<file path="src/design/tomq_pkg.sv">
// Shared types and codes for the timestamp-ordered message queue.
`default_nettype none

package tomq_pkg;

  localparam int TIME_W  = 32;
  localparam int TOPIC_W = 2;
  localparam int MASK_W  = 4;
  localparam int STAT_W  = 3;

  // command codes
  localparam logic CMD_ADD     = 1'b0;
  localparam logic CMD_PROCESS = 1'b1;

  // result status codes
  localparam logic [STAT_W-1:0] ST_ACCEPTED  = 3'd0;
  localparam logic [STAT_W-1:0] ST_FULL      = 3'd1;
  localparam logic [STAT_W-1:0] ST_DELIVERED = 3'd2;
  localparam logic [STAT_W-1:0] ST_EMPTY     = 3'd3;
  localparam logic [STAT_W-1:0] ST_UNREG     = 3'd4;

  // register index (word address bit) of the topic enable mask
  localparam logic REG_TOPIC_MASK = 1'b0;

  // one stored message
  typedef struct packed {
    logic               valid;
    logic [TIME_W-1:0]  stamp;
    logic [TOPIC_W-1:0] topic;
  } entry_t;

  // per-cycle control broadcast to every cell
  typedef struct packed {
    logic add;
    logic pop;
  } cell_ctl_t;

endpackage

`default_nettype wire

</file>
<file path="src/design/timestamp_ordered_message_queue_top.sv">
// Top level of the timestamp-ordered message queue: cell chain, register and result stage.
//
//  port group      | dir  | handshake            | payload
//  ----------------+------+----------------------+------------------------------
//  request in      | in   | in_valid / in_ready  | command, msg_time, msg_topic
//  result out      | out  | out_valid / out_ready| status, out_time, out_topic
//  register bus    | in   | psel/penable/pready  | paddr, pwrite, pwdata, prdata
//
// Every cell compares its timestamp with the incoming one and shifts or loads
// at the same edge, so a new request is taken every cycle while in_ready is
// high. The result appears in an output register in the cycle after acceptance.
// in_ready is high while that register is empty or being taken, so a stall on
// the result side holds off only the next request. Reset (rst, synchronous)
// empties the queue and clears the topic mask; it needs no clearing pass.
`default_nettype none

module timestamp_ordered_message_queue_top import tomq_pkg::*; #(
  parameter int QUEUE_DEPTH = 16,
  parameter int NUM_TOPICS  = 4
) (
  input  logic               clk,
  input  logic               rst,
  // request channel
  input  logic               in_valid,
  output logic               in_ready,
  input  logic               command,
  input  logic [TIME_W-1:0]  msg_time,
  input  logic [TOPIC_W-1:0] msg_topic,
  // result channel
  output logic               out_valid,
  input  logic               out_ready,
  output logic [STAT_W-1:0]  status,
  output logic [TIME_W-1:0]  out_time,
  output logic [TOPIC_W-1:0] out_topic,
  // register bus
  input  logic               psel,
  input  logic               penable,
  input  logic               pwrite,
  input  logic [2:0]         paddr,
  input  logic [31:0]        pwdata,
  output logic [31:0]        prdata,
  output logic               pready
);

  entry_t                 ents [QUEUE_DEPTH];
  logic [QUEUE_DEPTH-1:0] gts;
  logic [QUEUE_DEPTH-1:0] vld;
  cell_ctl_t              ctl;
  logic [MASK_W-1:0]      topic_mask;
  logic                   in_fire;
  logic                   full;
  logic                   head_en;

  // register bus
  assign pready = 1'b1;
  assign prdata = (paddr[2] == REG_TOPIC_MASK) ? {{(32-MASK_W){1'b0}}, topic_mask} : 32'd0;

  always_ff @(posedge clk) begin
    if (rst) begin
      topic_mask <= '0;
    end else if (psel && penable && pwrite && pready && paddr[2] == REG_TOPIC_MASK) begin
      topic_mask <= pwdata[MASK_W-1:0];
    end
  end

  // queue state seen from the ends of the chain
  assign full    = ents[QUEUE_DEPTH-1].valid;
  assign head_en = ents[0].valid
                   && (32'(ents[0].topic) < 32'(NUM_TOPICS))
                   && topic_mask[ents[0].topic];

  assign in_ready = !out_valid || out_ready;
  assign in_fire  = in_valid && in_ready;

  assign ctl.add = in_fire && (command == CMD_ADD) && !full;
  assign ctl.pop = in_fire && (command == CMD_PROCESS) && head_en;

  // chain of cells, head at index 0
  for (genvar i = 0; i < QUEUE_DEPTH; i++) begin : g_cell
    entry_t left_ent;
    entry_t right_ent;
    logic   left_gt;

    if (i == 0) begin : g_head
      assign left_ent = '0;
      assign left_gt  = 1'b0;
    end else begin : g_mid
      assign left_ent = ents[i-1];
      assign left_gt  = gts[i-1];
    end

    if (i == QUEUE_DEPTH-1) begin : g_tail
      assign right_ent = '0;
    end else begin : g_body
      assign right_ent = ents[i+1];
    end

    tomq_cell u_cell (
      .clk       (clk),
      .rst       (rst),
      .ctl       (ctl),
      .new_time  (msg_time),
      .new_topic (msg_topic),
      .left      (left_ent),
      .left_gt   (left_gt),
      .right     (right_ent),
      .ent       (ents[i]),
      .gt        (gts[i])
    );

    assign vld[i] = ents[i].valid;
  end

  // result register
  always_ff @(posedge clk) begin
    if (rst) begin
      out_valid <= 1'b0;
    end else if (in_fire) begin
      out_valid <= 1'b1;
    end else if (out_ready) begin
      out_valid <= 1'b0;
    end
  end

  always_ff @(posedge clk) begin
    if (in_fire) begin
      out_time  <= '0;
      out_topic <= '0;
      if (command == CMD_ADD) begin
        status <= full ? ST_FULL : ST_ACCEPTED;
      end else if (!ents[0].valid) begin
        status <= ST_EMPTY;
      end else if (!head_en) begin
        status    <= ST_UNREG;
        out_topic <= ents[0].topic;
      end else begin
        status    <= ST_DELIVERED;
        out_time  <= ents[0].stamp;
        out_topic <= ents[0].topic;
      end
    end
  end

  // occupied cells form a prefix of the chain
  assert property (@(posedge clk) disable iff (rst) ((vld >> 1) & ~vld) == '0)
    else $error("queue has a hole");

  // an accepted add grows the queue by one
  assert property (@(posedge clk) disable iff (rst) ctl.add |=>
                   $countones(vld) == $past($countones(vld)) + 1)
    else $error("add did not grow queue");

  // a delivery shrinks the queue by one
  assert property (@(posedge clk) disable iff (rst) ctl.pop |=>
                   $countones(vld) == $past($countones(vld)) - 1)
    else $error("delivery did not shrink queue");

  // stored timestamps stay in order
  for (genvar k = 1; k < QUEUE_DEPTH; k++) begin : g_order
    assert property (@(posedge clk) disable iff (rst)
                     ents[k].valid |-> ents[k-1].stamp <= ents[k].stamp)
      else $error("queue out of order");
  end

endmodule

`default_nettype wire

</file>
<file path="src/design/tomq_cell.sv">
// One slot of the sorted queue: holds a message, shifts, inserts or keeps.
`default_nettype none

module tomq_cell import tomq_pkg::*; (
  input  logic                clk,
  input  logic                rst,
  input  cell_ctl_t           ctl,
  input  logic [TIME_W-1:0]   new_time,
  input  logic [TOPIC_W-1:0]  new_topic,
  input  entry_t              left,
  input  logic                left_gt,
  input  entry_t              right,
  output entry_t              ent,
  output logic                gt
);

  logic               vld;
  logic [TIME_W-1:0]  stamp;
  logic [TOPIC_W-1:0] topic;

  assign ent = '{valid: vld, stamp: stamp, topic: topic};

  // empty slots count as later than any new message
  assign gt = !vld || (stamp > new_time);

  // occupancy flag
  always_ff @(posedge clk) begin
    if (rst) begin
      vld <= 1'b0;
    end else if (ctl.add && gt) begin
      vld <= left_gt ? left.valid : 1'b1;
    end else if (ctl.pop) begin
      vld <= right.valid;
    end
  end

  // payload: shift right behind the insert point, take the new item at it
  always_ff @(posedge clk) begin
    if (ctl.add && gt) begin
      if (left_gt) begin
        stamp <= left.stamp;
        topic <= left.topic;
      end else begin
        stamp <= new_time;
        topic <= new_topic;
      end
    end else if (ctl.pop) begin
      stamp <= right.stamp;
      topic <= right.topic;
    end
  end

endmodule

`default_nettype wire
</file>
<file path="config.mk">
export PLATFORM = sky130hd
export DESIGN_NAME = timestamp_ordered_message_queue_top
export DESIGN_NICKNAME = d
export VERILOG_FILES = /design/src/design/tomq_pkg.sv /design/src/design/timestamp_ordered_message_queue_top.sv /design/src/design/tomq_cell.sv
export SDC_FILE = /design/constraint.sdc
export NUM_CORES = 2
export LEC_CHECK = 0
export BUFFER_PORTS_ARGS = -buffer_cell sky130_fd_sc_hd__buf_2
export CELL_PAD_IN_SITES_DETAIL_PLACEMENT = 0
export CELL_PAD_IN_SITES_GLOBAL_PLACEMENT = 1
export CORE_ASPECT_RATIO = 1.1
export CORE_UTILIZATION = 25
export DETAILED_ROUTE_END_ITERATION = 16
export PLACE_DENSITY = 0.53
export SYNTH_ARGS = -nofsm -noshare
export SYNTH_HDL_FRONTEND = slang
export SYNTH_SLANG_ARGS = --single-unit
</file>
<file path="constraint.sdc">
create_clock -name clk -period 19 [get_ports clk]
set_clock_uncertainty 0.1 [all_clocks]
set_input_delay 1.9 -clock clk [delete_from_list [all_inputs] [get_ports clk]]
set_output_delay 1.9 -clock clk [all_outputs]
set_load 0.01 [all_outputs]
</file>
==> flow_summary_export.csv <==
group,metric,value,unit
status,status,"finished, final reports clean",
timing,slew_viol_final,0,
timing,period_share,32.8,%
synthesis,seq_area_frac_synth,43.5,%
global_routing,grt_remaining_overflow,0,
detailed_routing,ant_nets,0,
placed_design,dp_hpwl,92000,um
synthesis,avgSynthCellArea,10.6,um^2
die,core_area,163000,um^2
timing,setup_viol_count_final,0,
clock_tree,cts.path.max_buffers,3,
critical_path,cp_max_fo,36,
detailed_routing,drt_iter0_markers,1718,
detailed_routing,wl_per_cell,19.1,um
clock_tree,clock_latency,0.65,ns
worst_hold_path,hold_path.startpoint,"out_valid$_SDFFE_PP0P_",
detailed_routing,routed_wl,115000,um
timing,hold_viol,0,
timing,tightest_slew,1.07,ns
die,start_util,25.3,%
worst_hold_path,hold_end,"out_valid$_SDFFE_PP0P_",
timing,relSlewSlack,28.9,%
critical_path,ff2ff_setup_slack,14.29,ns
global_routing,grt_use_total,13.6,%
global_routing,antenna_found_initial,12,
finish,final_cells,6041,
pwr,p_per_area,77.9,nW/um^2
placed_design,place_area,43600,um^2
timing,hold_slack,0.413,ns
timing,rsz0062_at_grt,"no",
finish,final_cell_mix,"edfxtp_1 (581), nand2_1 (527), mux2i_1 (516)",
critical_path,reg2reg_from,"g_cell[0].u_cell.stamp[11]$_DFFE_PP_",
placed_design,placedCellCount,5906,
worst_hold_path,hold_path.class,"flop to flop",
synthesis,ys_ff_latch,602,
pwr,intPower,0.00258,W
worst_hold_path,holdPathStages,2,
placed_design,gp_congestion,0.817,
timing,fmax,0.160,GHz
finish,layout_commonest_cell,"edfxtp_1",
die,dieArea,166000,um^2
job,maxCapViolations,0,
critical_path,worstPathArrival,6.44,ns
finish,areaGrowthSynthToFinish,11.8,%
synthesis,synth_area,41100,um^2
synthesis,synth.distinct_cells,71,
critical_path,timing.rr.end,"g_cell[0].u_cell.stamp[14]$_DFFE_PP_",
clock_tree,clock_sinks,602,
critical_path,cp-end-kind,"flop",
global_routing,grt_pass1_vias,29130,
critical_path,start_kind,"input port",
critical_path,r2r_cells,10,
pwr,vdd_drop_max,0.0528,mV
detailed_routing,first_pass_iters,6,
finish,drive_gt1_share,8.47,%
pwr,combinationalPowerShare,15.5,%
clock_tree,cts.repair.resized,0,
finish,final_nets,4419,
clock_tree,cts-root-buf,"clkbuf_16",
clock_tree,cts_setup_buffers,0,
synthesis,ys_warn_count,0,
critical_path,critPathRequiredTime,19.20,ns
die,die_w,389,um
die,rows,155,
pwr,p_leak,20.1,nW
timing,fin_setup_tns,0,ns
detailed_routing,via_per_inst,4.74,
finish,design_area,45900,um^2
pwr,pwr-share-seq,45.4,%
die,io_pins,149,
die,die_h,427,um
clock_tree,cts.clk_slew.worst_paths,0.06,ns
synthesis,synthArstFlopShare,0,%
global_routing,grt_max_degree,86,
synthesis,syn-instance-count,3867,
synthesis,synth_edf_count,581,
placed_design,port-buffer-count,89,
pwr,pwr-share-clk,39.2,%
clock_tree,cts_tree,"done",
critical_path,path_class,"input port to flop",
pwr,power.share.switching,27.9,%
detailed_routing,drc,0,
clock_tree,numCtsBuffers,73,
clock_tree,htreeDepth,3,
clock_tree,ctsHoldBuffers,0,
detailed_routing,vias,28617,
global_routing,grt_pass1_wl,176000,um
pwr,switchingPower,0.000999,W
timing,min_period,6.23,ns
synthesis,ys.flop_type,"edfxtp_1",
power groups by stage:
stage	sequential [W]	clock, W	combinational, W
after floorplan	0.00163	0	0.000413
after global placement	0.00165	0	0.000552
after detailed placement	0.00165	0	0.000564
after CTS	0.00162	0.00146	0.000565
after global routing	0.00163	0.00149	0.000634
final	0.00162	0.00140	0.000553
flip-flops by register name (all words and copies together), names as in the netlist:
signal               flops
out_valid                1
topic_mask               4
g_cell.u_cell.topic     32
status                   3
out_time                32
out_topic                2
g_cell.u_cell.vld       16
g_cell.u_cell.stamp    512
logic make-up after synthesis:
group,count (synthesis),synth area share (%)
flip-flops,602,43.5
buffers and inverters,349,4.37
AND/OR/NAND/NOR,930,10.7
adder cells (fa/ha/maj),480,14.6
multiplexers,551,13.6
AO/OA/AOI/OAI,953,13.3
other,2,0.0183
synthesized netlist by cell type, drive strengths merged, types with 43 or more instances:
master	number	area (um^2)
nor2	102	383
ha	480	6010
buf	138	1000
o21ai	546	2730
a21o	62	465
inv	70	263
clkbuf	141	533
and2	43	269
a21oi	223	1120
nand4	91	576
mux2i	516	5160
nand2	528	2000
edfxtp	581	17400
worst max-delay path by stage:
stage | from | endpoint | cells past startpoint
after floorplan | msg_time[14] | g_cell[12].u_cell.stamp[0]$_DFFE_PP_ | 12
after global placement | msg_time[15] | g_cell[0].u_cell.stamp[8]$_DFFE_PP_ | 13
after detailed placement | msg_time[15] | g_cell[0].u_cell.stamp[8]$_DFFE_PP_ | 13
after CTS | msg_time[15] | g_cell[0].u_cell.stamp[14]$_DFFE_PP_ | 13
after global routing | msg_time[15] | g_cell[0].u_cell.stamp[3]$_DFFE_PP_ | 13
final | msg_time[15] | g_cell[0].u_cell.stamp[14]$_DFFE_PP_ | 13
metal layers:
| metal | vias to the layer above | track usage [%] | routed length, um |
|---|---|---|---|
| met2 | 466 | 25.0 | 58100 |
| li1 | 14457 | - | - |
| met3 | 165 | 1.25 | 3210 |
| met4 | 4 | 5.35 | 3940 |
| met5 | - | 0 | 19 |
| met1 | 13525 | 16.3 | 50000 |
per-stage QoR:
stage / util [%] / total power, W / worst slack [ns]
after floorplan: - / 0.00204 / 11.61
after global placement: 26.8 / 0.00220 / 11.89
after detailed placement: 26.8 / 0.00221 / 11.90
after CTS: 28.2 / 0.00365 / 12.59
after global routing: 28.2 / 0.00376 / 12.41
final: 28.2 / 0.00358 / 12.77
cell type report:
class                      count  area (um^2)
sequential                   602        17900
tap                         2119         2650
fill                       17028       117000
timing repair buffer         172         1070
clock inverter                38          335
multi-input combinational   2943        21800
clock buffer                  93         1960
inverter                      70          263
antenna                        4         10.0
critical path, stage by stage:
cell      delay (ns)
buf_2           0.34
inv_1           0.07
buf_4           0.22
ha_1            0.35
nand4_1         0.20
nor3_1          0.58
a21boi_0        0.26
or4_1           0.18
a22o_2          0.14
buf_4           0.57
nand2_8         0.34
nand2_1         0.81
buf_4           0.43
Power figures use the tool's default switching activity.
